==> config.mk <==
export PLATFORM = sky130hd
export DESIGN_NAME = feedback_frame_receiver
export DESIGN_NICKNAME = d
export VERILOG_FILES = /design/src/rtl/ffr_pkg.sv /design/src/rtl/ffr_front.sv /design/src/rtl/ffr_queue.sv /design/src/rtl/ffr_back.sv /design/src/rtl/feedback_frame_receiver.sv
export VERILOG_INCLUDE_DIRS = /design/src /design/src/rtl
export SDC_FILE = /design/constraint.sdc
export NUM_CORES = 1
export LEC_CHECK = 0
export BUFFER_PORTS_ARGS = -buffer_cell sky130_fd_sc_hd__buf_2
export CAP_MARGIN = 20
export CORE_MARGIN = 2
export CORE_UTILIZATION = 30
export DETAILED_ROUTE_END_ITERATION = 8
export GPL_ROUTABILITY_DRIVEN = 0
export PLACE_DENSITY = 0.46
export SLEW_MARGIN = 25
export SYNTH_ARGS = -nofsm -noshare
export SYNTH_HDL_FRONTEND = slang
export SYNTH_SLANG_ARGS = --single-unit
==> constraint.sdc <==
create_clock -name clk -period 12.35 [get_ports clk]
set_clock_uncertainty 0.05 [all_clocks]
set_input_delay 1.8525 -clock clk [delete_from_list [all_inputs] [get_ports clk]]
set_output_delay 1.8525 -clock clk [all_outputs]
set_load 0.01 [all_outputs]
==> src/rtl/feedback_frame_receiver_macros.svh <==
// Assertion macros shared by the feedback frame receiver RTL.
// Included by the modules that check their own logic; no other dependencies.
`ifndef FEEDBACK_FRAME_RECEIVER_MACROS_SVH
`define FEEDBACK_FRAME_RECEIVER_MACROS_SVH

// The condition must hold at every clock edge outside reset.
`define FFR_ASSERT_ALWAYS(label, cond, msg) \
    label: assert property (@(posedge clk) disable iff (!rst_n) (cond)) \
        else $error(msg);

// When the trigger holds, the consequence holds in the same cycle.
`define FFR_ASSERT_SAME(label, trig, cons, msg) \
    label: assert property (@(posedge clk) disable iff (!rst_n) (trig) |-> (cons)) \
        else $error(msg);

// When the trigger holds, the consequence holds in the next cycle.
`define FFR_ASSERT_NEXT(label, trig, cons, msg) \
    label: assert property (@(posedge clk) disable iff (!rst_n) (trig) |=> (cons)) \
        else $error(msg);

`endif

==> src/rtl/ffr_pkg.sv <==
// Types and constants of the feedback frame receiver.
// Used by every module in the rtl folder; depends on nothing.
`default_nettype none

package ffr_pkg;

    localparam int TICK_COUNTER_BITS_DEFAULT = 32;

    localparam int CFG_INDEX_BITS = 1;
    localparam int CFG_DATA_BITS  = 32;
    localparam logic [CFG_INDEX_BITS-1:0] CFG_START_WORD    = 1'd0;
    localparam logic [CFG_INDEX_BITS-1:0] CFG_TIMEOUT_TICKS = 1'd1;

    localparam logic [15:0] START_WORD_RESET    = 16'hABCD;
    localparam logic [31:0] TIMEOUT_TICKS_RESET = 32'd160;

    // Frame layout: 18 bytes, nine little-endian words, word 8 is the checksum.
    localparam int IDX_BITS      = 5;
    localparam logic [IDX_BITS-1:0] IDX_IDLE      = 5'd0;
    localparam logic [IDX_BITS-1:0] IDX_FIRST     = 5'd2;
    localparam logic [IDX_BITS-1:0] IDX_LAST_XOR  = 5'd15;
    localparam logic [IDX_BITS-1:0] IDX_LAST_MID  = 5'd16;
    localparam logic [IDX_BITS-1:0] IDX_LAST      = 5'd17;
    localparam int SHIFT_LEN     = 15;
    localparam int PAYLOAD_WORDS = 7;

    localparam int QUEUE_DEPTH = 2;
    localparam int QPTR_BITS   = 1;
    localparam int QCNT_BITS   = 2;

    typedef struct packed {
        logic       cmd;
        logic [7:0] rx_byte;
    } in_t;

    typedef struct packed {
        logic               new_frame;
        logic               bad_checksum;
        logic               timed_out;
        logic signed [15:0] command_one;
        logic signed [15:0] command_two;
        logic signed [15:0] speed_right;
        logic signed [15:0] speed_left;
        logic signed [15:0] battery_voltage;
        logic signed [15:0] board_temperature;
        logic [15:0]        led_word;
    } out_t;

    // One classified item handed from the front end to the back end.
    typedef struct packed {
        logic                               is_tick;
        logic                               good;
        logic                               bad;
        logic [PAYLOAD_WORDS-1:0][15:0]     words;
    } ev_t;

endpackage

`default_nettype wire

==> src/rtl/ffr_front.sv <==
// Front end: takes bytes and ticks, tracks the frame and classifies each item.
// Depends on ffr_pkg and feedback_frame_receiver_macros.svh.
`default_nettype none
`include "feedback_frame_receiver_macros.svh"

module ffr_front
    import ffr_pkg::*;
(
    input  wire logic        clk,
    input  wire logic        rst_n,
    input  wire logic        in_valid,
    output logic             in_ready,
    input  wire in_t         in_data,
    input  wire logic [15:0] start_word,
    input  wire logic        q_full,
    output logic             q_push,
    output ev_t              q_ev
);

    logic [7:0]          prev_reg, prev_next;
    logic [IDX_BITS-1:0] idx_reg, idx_next;
    logic [15:0]         word0_reg, word0_next;
    logic [7:0]          xlo_reg, xlo_next;
    logic [7:0]          xhi_reg, xhi_next;
    logic [7:0]          sh_reg [SHIFT_LEN];

    logic [7:0] b;
    logic       is_byte;
    logic       match;
    logic       complete;
    logic       frame_ok;

    assign in_ready = !q_full;
    assign q_push   = in_valid && in_ready;
    assign b        = in_data.rx_byte;
    assign is_byte  = q_push && !in_data.cmd;
    assign match    = ({b, prev_reg} == start_word);
    assign complete = !match && (idx_reg == IDX_LAST);
    // Word 0 is checked against the marker as it stands now.
    assign frame_ok = (word0_reg == start_word) && (xlo_reg == sh_reg[SHIFT_LEN-1])
                      && (xhi_reg == b);

    always_comb
    begin
        prev_next  = prev_reg;
        idx_next   = idx_reg;
        word0_next = word0_reg;
        xlo_next   = xlo_reg;
        xhi_next   = xhi_reg;
        if (is_byte)
        begin
            prev_next = b;
            if (match)
            begin
                idx_next   = IDX_FIRST;
                word0_next = {b, prev_reg};
                xlo_next   = prev_reg;
                xhi_next   = b;
            end
            else if (complete)
            begin
                idx_next = IDX_IDLE;
            end
            else if (idx_reg >= IDX_FIRST && idx_reg <= IDX_LAST_MID)
            begin
                idx_next = idx_reg + 1'b1;
                if (idx_reg <= IDX_LAST_XOR)
                begin
                    if (idx_reg[0])
                        xhi_next = xhi_reg ^ b;
                    else
                        xlo_next = xlo_reg ^ b;
                end
            end
        end
    end

    always_comb
    begin
        q_ev.is_tick = in_data.cmd;
        q_ev.good    = !in_data.cmd && complete && frame_ok;
        q_ev.bad     = !in_data.cmd && complete && !frame_ok;
        // The shift line holds frame bytes 2 to 16 in order when byte 17 arrives.
        for (int k = 0; k < PAYLOAD_WORDS; k++)
        begin
            q_ev.words[k] = {sh_reg[2*k+1], sh_reg[2*k]};
        end
    end

    always_ff @(posedge clk or negedge rst_n)
    begin
        if (!rst_n)
        begin
            prev_reg  <= '0;
            idx_reg   <= IDX_IDLE;
            word0_reg <= '0;
            xlo_reg   <= '0;
            xhi_reg   <= '0;
        end
        else
        begin
            prev_reg  <= prev_next;
            idx_reg   <= idx_next;
            word0_reg <= word0_next;
            xlo_reg   <= xlo_next;
            xhi_reg   <= xhi_next;
        end
    end

    always_ff @(posedge clk)
    begin
        if (is_byte)
        begin
            for (int i = 0; i < SHIFT_LEN - 1; i++)
            begin
                sh_reg[i] <= sh_reg[i+1];
            end
            sh_reg[SHIFT_LEN-1] <= b;
        end
    end

    `FFR_ASSERT_ALWAYS(a_idx_legal, (idx_reg == IDX_IDLE) || (idx_reg >= IDX_FIRST && idx_reg <= IDX_LAST), "frame index out of range")
    `FFR_ASSERT_SAME(a_complete_at_end, q_push && (q_ev.good || q_ev.bad), idx_reg == IDX_LAST, "frame completed early")
    `FFR_ASSERT_NEXT(a_complete_idles, q_push && (q_ev.good || q_ev.bad), idx_reg == IDX_IDLE, "index not cleared after frame")

endmodule

`default_nettype wire

==> src/rtl/ffr_queue.sv <==
// Two-entry queue of classified items between the front and back ends.
// Depends on ffr_pkg.
`default_nettype none

module ffr_queue
    import ffr_pkg::*;
(
    input  wire logic clk,
    input  wire logic rst_n,
    input  wire logic push,
    input  wire ev_t  push_ev,
    output logic      full,
    output logic      q_valid,
    input  wire logic pop,
    output ev_t       q_ev
);

    ev_t                  ent_reg [QUEUE_DEPTH];
    logic [QPTR_BITS-1:0] wr_reg, rd_reg;
    logic [QCNT_BITS-1:0] cnt_reg, cnt_next;

    assign full    = (cnt_reg == QCNT_BITS'(QUEUE_DEPTH));
    assign q_valid = (cnt_reg != '0);
    assign q_ev    = ent_reg[rd_reg];

    always_comb
    begin
        cnt_next = cnt_reg;
        if (push && !pop)
            cnt_next = cnt_reg + 1'b1;
        else if (pop && !push)
            cnt_next = cnt_reg - 1'b1;
    end

    always_ff @(posedge clk or negedge rst_n)
    begin
        if (!rst_n)
        begin
            wr_reg  <= '0;
            rd_reg  <= '0;
            cnt_reg <= '0;
        end
        else
        begin
            cnt_reg <= cnt_next;
            if (push)
                wr_reg <= wr_reg + 1'b1;
            if (pop)
                rd_reg <= rd_reg + 1'b1;
        end
    end

    always_ff @(posedge clk)
    begin
        if (push)
            ent_reg[wr_reg] <= push_ev;
    end

endmodule

`default_nettype wire

==> src/rtl/ffr_back.sv <==
// Back end: link timeout counter, latched frame words and the output register.
// Depends on ffr_pkg and feedback_frame_receiver_macros.svh.
`default_nettype none
`include "feedback_frame_receiver_macros.svh"

module ffr_back
    import ffr_pkg::*;
#(
    parameter int TICK_COUNTER_BITS = TICK_COUNTER_BITS_DEFAULT
)
(
    input  wire logic        clk,
    input  wire logic        rst_n,
    input  wire logic [31:0] timeout_ticks,
    input  wire logic        q_valid,
    input  wire ev_t         q_ev,
    output logic             pop,
    output logic             out_valid,
    input  wire logic        out_ready,
    output out_t             out_data
);

    // After reset the link counts as timed out and all payload words are zero.
    localparam out_t OUT_RESET = {2'b00, 1'b1, {PAYLOAD_WORDS{16'h0000}}};

    logic [TICK_COUNTER_BITS-1:0] cnt_reg, cnt_next, cnt_inc;
    out_t                         out_reg, out_next;
    logic                         out_valid_reg, out_valid_next;
    logic                         over;

    assign pop       = q_valid && (!out_valid_reg || out_ready);
    assign out_valid = out_valid_reg;
    assign out_data  = out_reg;

    assign cnt_inc = (q_ev.is_tick && !(&cnt_reg)) ? cnt_reg + 1'b1 : cnt_reg;
    assign over    = (33'(cnt_inc) > {1'b0, timeout_ticks});

    always_comb
    begin
        cnt_next       = cnt_reg;
        out_next       = out_reg;
        out_valid_next = out_valid_reg;
        if (out_valid_reg && out_ready)
            out_valid_next = 1'b0;
        if (pop)
        begin
            out_valid_next        = 1'b1;
            cnt_next              = cnt_inc;
            out_next.new_frame    = q_ev.good;
            out_next.bad_checksum = q_ev.bad;
            out_next.timed_out    = out_reg.timed_out || over;
            // The output register doubles as the latched word store.
            if (q_ev.good)
            begin
                cnt_next                   = '0;
                out_next.timed_out         = 1'b0;
                out_next.command_one       = $signed(q_ev.words[0]);
                out_next.command_two       = $signed(q_ev.words[1]);
                out_next.speed_right       = $signed(q_ev.words[2]);
                out_next.speed_left        = $signed(q_ev.words[3]);
                out_next.battery_voltage   = $signed(q_ev.words[4]);
                out_next.board_temperature = $signed(q_ev.words[5]);
                out_next.led_word          = q_ev.words[6];
            end
        end
    end

    always_ff @(posedge clk or negedge rst_n)
    begin
        if (!rst_n)
        begin
            cnt_reg               <= '0;
            out_valid_reg         <= 1'b0;
            out_reg               <= OUT_RESET;
        end
        else
        begin
            cnt_reg       <= cnt_next;
            out_valid_reg <= out_valid_next;
            out_reg       <= out_next;
        end
    end

    `FFR_ASSERT_NEXT(a_good_clears, pop && q_ev.good, out_valid_reg && !out_reg.timed_out && cnt_reg == '0, "valid frame did not clear timeout")
    `FFR_ASSERT_NEXT(a_tick_no_frame, pop && q_ev.is_tick, !out_reg.new_frame && !out_reg.bad_checksum, "tick reported a frame")
    `FFR_ASSERT_ALWAYS(a_one_verdict, !(out_reg.new_frame && out_reg.bad_checksum), "frame both good and bad")

endmodule

`default_nettype wire

==> src/rtl/feedback_frame_receiver.sv <==
// Top level of the feedback frame receiver: configuration registers and wiring
// of front end, queue and back end. Depends on ffr_pkg and the ffr_* modules.
//
// Usage: in_data carries one item per request, either a received UART byte
// (cmd 0) or one timer tick (cmd 1). Every item yields exactly one result on
// out_data: the good/bad frame verdict for a byte that ends a frame, the link
// timeout flag, and the payload words of the last frame accepted as good.
// Both channels are valid/ready. An item accepted at an edge is classified
// and written into the queue at that edge; the back end moves it from the
// queue into the output register once that register is empty or its word is
// being taken. One item per cycle is sustained while out_ready stays high.
// A two-entry queue lets the front keep accepting while the output waits;
// when out_ready stays low the queue fills and in_ready drops once it holds
// two items. Reset restores the default start word and timeout, sets the
// timeout flag, clears the payload words and tick counter, and drops any frame
// in progress. Configuration writes on cfg_we take effect at once.
`default_nettype none

module feedback_frame_receiver
    import ffr_pkg::*;
#(
    parameter int TICK_COUNTER_BITS = TICK_COUNTER_BITS_DEFAULT
)
(
    input  wire logic                      clk,
    input  wire logic                      rst_n,
    input  wire logic                      in_valid,
    output logic                           in_ready,
    input  wire in_t                       in_data,
    output logic                           out_valid,
    input  wire logic                      out_ready,
    output out_t                           out_data,
    input  wire logic                      cfg_we,
    input  wire logic [CFG_INDEX_BITS-1:0] cfg_index,
    input  wire logic [CFG_DATA_BITS-1:0]  cfg_data
);

    logic [15:0] start_word_reg;
    logic [31:0] timeout_reg;
    logic        q_full;
    logic        q_push;
    logic        q_valid;
    logic        q_pop;
    ev_t         push_ev;
    ev_t         head_ev;

    always_ff @(posedge clk or negedge rst_n)
    begin
        if (!rst_n)
        begin
            start_word_reg <= START_WORD_RESET;
            timeout_reg    <= TIMEOUT_TICKS_RESET;
        end
        else if (cfg_we)
        begin
            case (cfg_index)
                CFG_START_WORD:    start_word_reg <= cfg_data[15:0];
                CFG_TIMEOUT_TICKS: timeout_reg    <= cfg_data[31:0];
                default:           ;
            endcase
        end
    end

    ffr_front u_front (
        .clk        (clk),
        .rst_n      (rst_n),
        .in_valid   (in_valid),
        .in_ready   (in_ready),
        .in_data    (in_data),
        .start_word (start_word_reg),
        .q_full     (q_full),
        .q_push     (q_push),
        .q_ev       (push_ev)
    );

    ffr_queue u_queue (
        .clk     (clk),
        .rst_n   (rst_n),
        .push    (q_push),
        .push_ev (push_ev),
        .full    (q_full),
        .q_valid (q_valid),
        .pop     (q_pop),
        .q_ev    (head_ev)
    );

    ffr_back #(
        .TICK_COUNTER_BITS (TICK_COUNTER_BITS)
    ) u_back (
        .clk           (clk),
        .rst_n         (rst_n),
        .timeout_ticks (timeout_reg),
        .q_valid       (q_valid),
        .q_ev          (head_ev),
        .pop           (q_pop),
        .out_valid     (out_valid),
        .out_ready     (out_ready),
        .out_data      (out_data)
    );

endmodule

`default_nettype wire

==> flow_metrics.tcl <==
set metrics [dict create \
    status "completed" \
    yosysTopAreaCell "edfxtp_1" \
    ys_ff_latch 595 \
    dpl.hpwl_mm 34.3 \
    insertion_delay_ps 610 \
    syn-instance-count 1628 \
    port_buffers 163 \
    cts.hold.buffers_added 0 \
    drive_gt1_share_pct 20.5 \
    final_common_cell "edfxtp_1" \
    synth_area_leaders "edfxtp_1 (45%), dfrtp_1 (25%), mux2i_1 (4.8%)" \
    power_density_nw_per_um2 228 \
    synthArstFlopShare_pct 41.2 \
    cp-start-kind "flip-flop" \
    largest_register_ffs 230 \
    power_w 0.00635 \
    ys_types 67 \
    cp-end-kind "flip-flop" \
    syn_avg_cell_area_sq_um 14.5 \
    die_height_microns 284 \
    fin_nets 1881 \
    dieArea_sq_um 80800 \
    dpl-instance-area_sq_um 25500 \
    fin_util_pct 35.9 \
    dieWidth_microns 284 \
    p_leak_nw 11.1 \
    ioPinCount 164 \
    n_antenna_cell 0 \
    yosysWarnings 0 \
    fmax_ghz 0.241 \
    vias_per_cell 4.58 \
    drt-total-wl_mm 53.0 \
    yosysSeqAreaShare_pct 70.7 \
    cts_sinks 595 \
    final_cell_area_sq_um 27800 \
    gr-usage-all-layers_pct 13.1 \
    grt_max_degree 87 \
    stdcell_count 2891 \
    cp_slowest_stage_delay_ps 810 \
    ctsResizeCount 0 \
    crit_arrival_ps 4640 \
    cts_made_buffers 67 \
    hold_violations 0 \
    clk_pin_slew_worst_paths_ps 60 \
    dr.pass1.iters 5 \
    maxSlewHeadroom_pct 34.3 \
    critPathSlowestCell "dfrtp_4" \
    drtIter0Drc 683 \
    path_class "reg -> reg" \
    start_util_pct 30.4 \
    cts_root_buf "clkbuf_16" \
    synth_area_sq_um 23600 \
    rsz0062_at_grt "no" \
    worstMarginPinSlew_ps 986 \
    layout_common_cells "edfxtp_1 (350), dfrtp_1 (231), nand2_1 (198), buf_2 (162), o21ai_0 (136)" \
    hold_class "reg -> reg" \
    min_period_ps 4150 \
    rows 102 \
    drtAntennaViolNets 0 \
    postCtsSetupBuffers 0 \
    grt-ovfl-total 0 \
    coreArea_sq_um 77600 \
    dp_cells 2767 \
    yosysTopAreaCellShare_pct 44.6 \
    grt_pass1_wl_mm 82.8 \
    synth_nets 1713 \
    vias 13239 \
    fin_crit_sh_pct 33.6 \
    remaining_drc_errors 0 \
    grt_pass1_vias 13652 \
    setup_viol 0 \
    critPathMaxFanout 32 \
    htreeDepth 3 \
    required_ps 12840 \
    drv_cap 0 \
    cts_tree "built" \
    wire_per_inst_microns 18.3 \
    synth_edf_count 350 \
    crit_buf_inv 0 \
    cp_top_family "simple AND/OR/NAND/NOR gates" \
    antenna_found_initial 1 \
    ir_drop_uv 97.7 \
    cts_max_path_buffers 3 \
    finalSetupTns_ps 0 \
    area_delta_synth_final_pct 18.1 \
    ys.flop_type "edfxtp_1" \
    crit_chain "mux2_2 -> nand3_1 -> nor2_1 -> nand3_1 -> nor2_1 -> xnor2_1 -> ha_1 -> and4_1 -> nand4_1 -> nor3_1 -> a21boi_0 -> o221a_2" \
    drv_slew 0 \
]
-- metrics by stage --
step	hold WS (ps)	setup WS (ps)
after global routing	408	7830
after global placement	375	7610
after CTS	394	8110
final	393	8200
after floorplan	371	4970
after detailed placement	380	7510
-- worst reg2reg max path: cells and delay by family (launching register included) --
family          cells  cell delay, ps
flops               1             810
compound gates      2             620
simple gates        7            1840
xor+xnor            1             100
fa+ha+maj           1             290
mux                 1             370
-- layer usage --
layer / GRT usage (%) / vias to the layer above / wire length (microns)
met5: 0 / - / 0
met4: 3.32 / 0 / 1020
met3: 3.11 / 72 / 2310
met2: 21.8 / 270 / 25800
met1: 17.3 / 6601 / 23900
li1: - / 6296 / -
-- cells by family after synthesis --
logic type | count (synthesis) | share of synthesized area (%)
simple gates | 345 | 6.99
fa+ha+maj | 38 | 2.02
buf+inv | 123 | 2.21
mux | 180 | 8.19
compound gates | 263 | 6.78
xor+xnor | 84 | 3.12
flops | 595 | 70.7
-- synth_stat cells, types with 7 or more instances --
library cell  number
mux2_4            12
a21o_1             7
nand4_1           26
dfrtp_1          232
clkbuf_1          47
buf_2             19
inv_1             43
ha_1              38
o311ai_0          10
nor2_1            37
o21ai_0          136
mux2i_1          114
buf_1              8
xor2_1            38
and4_1             9
a31oi_1            8
a311oi_1           8
o31ai_1           12
a21oi_1           39
edfxtp_1         350
nand3_1           23
o22ai_1            8
nand2_1          200
mux2_2            54
xnor2_1           46
a2bb2oi_1          8
dfstp_2           13
-- layout make-up --
cell class	count	area, sq um
Clock buffer	98	1890
Tap cell	1040	1300
Inverter	43	166
Multi-Input combinational cell	910	6410
Fill cell	7565	49800
Clock inverter	26	442
Sequential cell	595	16700
Timing Repair Buffer	179	966
-- worst paths after layout --
check	start	to	cells past startpoint	slack, ps
hold reg to reg	u_front.sh_reg[0][7]	u_queue.ent_reg[1][7]	0	390
max in group asynchronous	rst_n	u_front.xhi_reg[1]	3	8970
hold / removal	u_front.sh_reg[0][7]	u_queue.ent_reg[1][7]	0	390
setup / recovery	u_queue.rd_reg	u_back.out_data[112]	12	8200
min in group asynchronous	rst_n	u_back.out_data[51]	1	1150
setup reg to reg	u_queue.rd_reg	u_back.out_data[112]	12	8200
-- report_power, final --
group / switching (W) / internal, W / total [W]
sequential: 0.000282 / 0.00266 / 0.00294
combinational: 0.000863 / 0.000485 / 0.00135
clock: 0.000830 / 0.00123 / 0.00206
total: 0.00198 / 0.00437 / 0.00635
(Power assumes the default switching activity.)
